<file path="src/design/csb_pkg.sv">
package csb_pkg;

    typedef enum logic [1:0] {
        ACT_INIT    = 2'd0,
        ACT_ACQUIRE = 2'd1,
        ACT_RELEASE = 2'd2,
        ACT_NONE    = 2'd3
    } t_action;

    typedef enum logic [1:0] {
        ST_OK      = 2'd0,
        ST_BAD_ID  = 2'd1,
        ST_FULL    = 2'd2,
        ST_EMPTY   = 2'd3
    } t_status;

    typedef enum logic [2:0] {
        S_IDLE,
        S_CLEAR,
        S_READ,
        S_SCAN,
        S_DONE
    } t_state;

    // controller to datapath
    typedef struct packed {
        logic load;      // capture input word
        logic rd_entry;  // read semaphore entry (registered)
        logic clr_step;  // clear one slot of the ring, advance pointer
        logic scan_step; // examine one slot, advance pointer
        logic finish;    // write back and emit result
    } t_cmd;

    // datapath to controller
    typedef struct packed {
        logic bad_id;
        logic is_init;
        logic need_scan;  // release with count still <= 0
        logic last_slot;  // pointer at final slot / final scan step
        logic hit;        // current scanned slot is occupied
        logic sweep;      // slot memory clearing pass after reset
    } t_stat;

    localparam int COUNT_W = 16;
    localparam int PROC_W  = 6;

endpackage

</file>
<file path="src/design/csb_ctrl.sv">
module csb_ctrl (
    input  logic          i_clk,
    input  logic          i_rst_n,
    input  logic          i_start,
    input  csb_pkg::t_stat i_stat,
    output csb_pkg::t_cmd  o_cmd,
    output logic          o_busy
);
    import csb_pkg::*;

    t_state r_state, n_state;

    always_ff @(posedge i_clk) begin
        if (!i_rst_n) begin
            r_state <= S_IDLE;
        end else begin
            r_state <= n_state;
        end
    end

    always_comb begin
        n_state = r_state;
        o_cmd   = '0;
        o_busy  = 1'b1;
        unique case (r_state)
            S_IDLE: begin
                // held busy until the slot memory sweep after reset ends
                o_busy = i_stat.sweep;
                if (i_start && !i_stat.sweep) begin
                    o_cmd.load = 1'b1;
                    n_state = S_READ;
                end
            end
            S_READ: begin
                o_cmd.rd_entry = 1'b1;
                if (i_stat.bad_id) begin
                    n_state = S_DONE;
                end else if (i_stat.is_init) begin
                    n_state = S_CLEAR;
                end else begin
                    n_state = S_SCAN;
                end
            end
            S_CLEAR: begin
                o_cmd.clr_step = 1'b1;
                if (i_stat.last_slot) begin
                    n_state = S_DONE;
                end
            end
            S_SCAN: begin
                if (!i_stat.need_scan) begin
                    n_state = S_DONE;
                end else begin
                    o_cmd.scan_step = 1'b1;
                    if (i_stat.hit || i_stat.last_slot) begin
                        n_state = S_DONE;
                    end
                end
            end
            S_DONE: begin
                o_cmd.finish = 1'b1;
                n_state = S_IDLE;
            end
            default: n_state = S_IDLE;
        endcase
    end

    a_idle_not_busy: assert property (@(posedge i_clk) disable iff (!i_rst_n)
        (r_state == S_IDLE && !i_stat.sweep) |-> !o_busy)
        else $error("busy while idle");
    a_finish_then_idle: assert property (@(posedge i_clk) disable iff (!i_rst_n)
        o_cmd.finish |=> (r_state == S_IDLE))
        else $error("no return to idle after finish");
    a_load_then_read: assert property (@(posedge i_clk) disable iff (!i_rst_n)
        o_cmd.load |=> (r_state == S_READ))
        else $error("load not followed by entry read");

endmodule

</file>
<file path="config.mk">
export PLATFORM = sky130hd
export DESIGN_NAME = csb_ctrl
export DESIGN_NICKNAME = d
export VERILOG_FILES = /design/src/design/csb_pkg.sv /design/src/design/csb_ctrl.sv
export SDC_FILE = /design/constraint.sdc
export NUM_CORES = 1
export LEC_CHECK = 0
export BUFFER_PORTS_ARGS = -buffer_cell sky130_fd_sc_hd__buf_4
export CAP_MARGIN = 5
export CORE_AREA = 3 3 40 42
export DETAILED_ROUTE_END_ITERATION = 12
export DIE_AREA = 0 0 43 45
export PLACE_DENSITY_LB_ADDON = 0.2
export SYNTH_ARGS = -nofsm -noshare
export SYNTH_HDL_FRONTEND = slang
export SYNTH_SLANG_ARGS = --single-unit
</file>
<file path="constraint.sdc">
create_clock -name i_clk -period 1.65 [get_ports i_clk]
set_input_delay 0.495 -clock i_clk [delete_from_list [all_inputs] [get_ports i_clk]]
set_output_delay 0.495 -clock i_clk [all_outputs]
set_load 0.05 [all_outputs]
</file>
==> impl_metrics.yaml <==
hold_path:
  hold_path.class: "in2reg"
  hp-start: "i_rst_n"
  whs_path_depth: 3
  min_to: "r_state[1]"
logic_synthesis:
  postSynthCellCount: 27
  ys.flop_type: "dfxtp_1"
  syn_area_um2: 222.7
  synthDistinctLibCells: 19
  seq_area_frac_synth_pct: 26.97
  ys_ff_latch: 3
  synth_enable_flop_cells: 0
  synthArstFlopShare_pct: 0
  synth_nets: 36
  synth_area_per_cell_um2: 8.249
  ys_warn_count: 0
clocking:
  root_buffer: "clkbuf_4"
  cts_sinks: 3
  clockBufferDepth: 2
  cts_buffers: 3
  clkLatencyLatePin_ns: 0.23
  cts.clk_slew.worst_paths_ns: 0.04
  cts_htree_levels: 1
  cts_tree: "built"
layout:
  final_common_cell: "buf_4"
  regMostFlops: "r_state"
  num_antenna_cells: 0
  final_nets: 59
  syn_to_final_growth_pct: 113.5
  drive_gt1_share_pct: 73.47
  final_cell_mix: "13 x buf_4, 4 x buf_6, 3 x nor2_4, 3 x a21oi_1, 3 x clkbuf_4"
  largest_reg_flops: 3
  design_area_um2: 475.5
  reg.largest.list: "r_state: 3 flops"
timing:
  fin_crit_ns: 1.828
  period_share_pct: 110.8
  slew_violations: 0
  setup_tns_ns: -0.2490
  fmax_mhz: 547.1
  clock_skew_ns: 0.002750
  max_slew_margin_pct: 84.81
  tightest_slew_ns: 0.2247
  worst_slack_ns: -0.1779
  setup_viol: 2
  rsz0062_at_grt: "yes"
  hold_viol: 0
routing:
  viasPerCell: 4.547
  wl_per_cell_um: 10.89
  firstDrtPassIters: 4
  drc_errors: 0
  drt_wl_total_um: 697
  drtIter0Drc: 3
  vias: 291
  antenna_left: 0
status:
  violations: "setup timing"
  status: "complete, but fails checks"
power:
  power_w: 0.0003402
  p_leak_nw: 0.2049
  ir_drop_uv: 256.1
  power.density_nw_per_um2: 715.5
setup_path:
  worstPathRequired_ns: 1.15
  path_max_fanout: 3
  startpoint: "r_state[1]"
  r2r_cells: 4
  cp_top_family: "simple AND/OR/NAND/NOR gates"
  crit_path_start_kind: "flip-flop"
  cp.depth: 3
  slowest_stage: "or3_4"
  reg2reg_to: "r_state[2]"
  path_buf_inv: 1
  setup.worst_path.class: "reg2out"
  critical_path.cell_chain: "or3_4 > or2_4 > buf_6"
  reg2reg_slack_ns: 0.41
  end_kind: "output pin"
  slowest_delay_ns: 0.40
  r2r_start: "r_state[1]"
  cp.arrival_ns: 1.33
floorplan:
  start_util_pct: 17.33
  die_x_um: 43
  row_count: 13
  dieArea_um2: 1935
  core_um2: 1285
  die_y_um: 45
  ioPinCount: 15
placement:
  dpl_cell_area_um2: 385.4
  gp_congestion: 0.6111
  io_buffers: 14
global_routing:
  grt_max_degree: 10
  antenna_found_initial: 0
  grt_usage_pct: 8.403
  grt_pass1_vias: 290
  grt_pass1_wl_mm: 1.152
  overflow: 0
job:
  maxCapViolations: 0
==> Yosys cell counts (2+ instances only) <==
cell type / count / area (um^2)
nor2_1: 3 / 11.26
nand2_1: 2 / 7.510
dfxtp_1: 3 / 60.06
a21oi_1: 3 / 15.01
nand2b_1: 2 / 12.51
==> worst register-to-register path, delay by kind of cell, from the launching register on <==
family	cells	cell delay, ns
simple gates	2	0.47
flops	1	0.31
compound gates	1	0.19
buf+inv	1	0.15
==> cells by family after synthesis <==
logic type,Yosys count,synth area share (%)
AND/OR/NAND/NOR,16,45.52
AO/OA/AOI/OAI,7,22.46
flip-flops,3,26.97
buffers and inverters,1,5.056
==> worst max path at each step <==
stage                     slack (ns)  endpoint
after floorplan                 0.02    o_busy
after global placement          0.03  o_cmd[4]
after detailed placement        0.03  o_cmd[4]
after CTS                      -0.19    o_busy
after global routing           -0.22    o_busy
final                          -0.18    o_busy
==> metrics by stage <==
step                      utilization (%)  hold slack (ns)  instances  setup slack [ns]
after floorplan                         -           0.4503         27           0.01594
after global placement              29.99           0.5390         59           0.03451
after detailed placement            29.99           0.5307         59           0.02575
after CTS                           34.27           0.5045         64           -0.1889
after global routing                37.00           0.5121         64           -0.2165
final                               37.00           0.5011         64           -0.1779
==> what timing repair did <==
item / 4_1_cts / 5_1_grt
buffers inserted: 1 / 0
pin swaps: 1 / 2
gates resized for setup: 6 / 9
hold endpoints to repair: 0 / 0
hold buffers: 0 / 0
endpoints found under the setup margin: 5 / 5
==> cell type report <==
cell class / instances / area (um^2)
clock buffers: 4 / 26.28
flip-flops and latches: 3 / 61.31
multi-input cells: 23 / 196.4
repair buffers: 19 / 172.7
fillers: 135 / 809.5
well taps: 15 / 18.77
==> power breakdown <==
part	internal, W	switching [W]	total, W
clock	0.0000906	0.0000376	0.000128
combinational	0.0000645	0.0000684	0.000133
sequential	0.0000773	0.00000182	0.0000791
==> metal layers <==
layer / GRT usage, % / part of all wire [%]
met5: 0 / 0
met4: 9.036 / 4.4
met3: 1.594 / 6.9
met2: 13.47 / 51
met1: 8.894 / 38
Note: power is estimated with default switching activity, not from simulation.
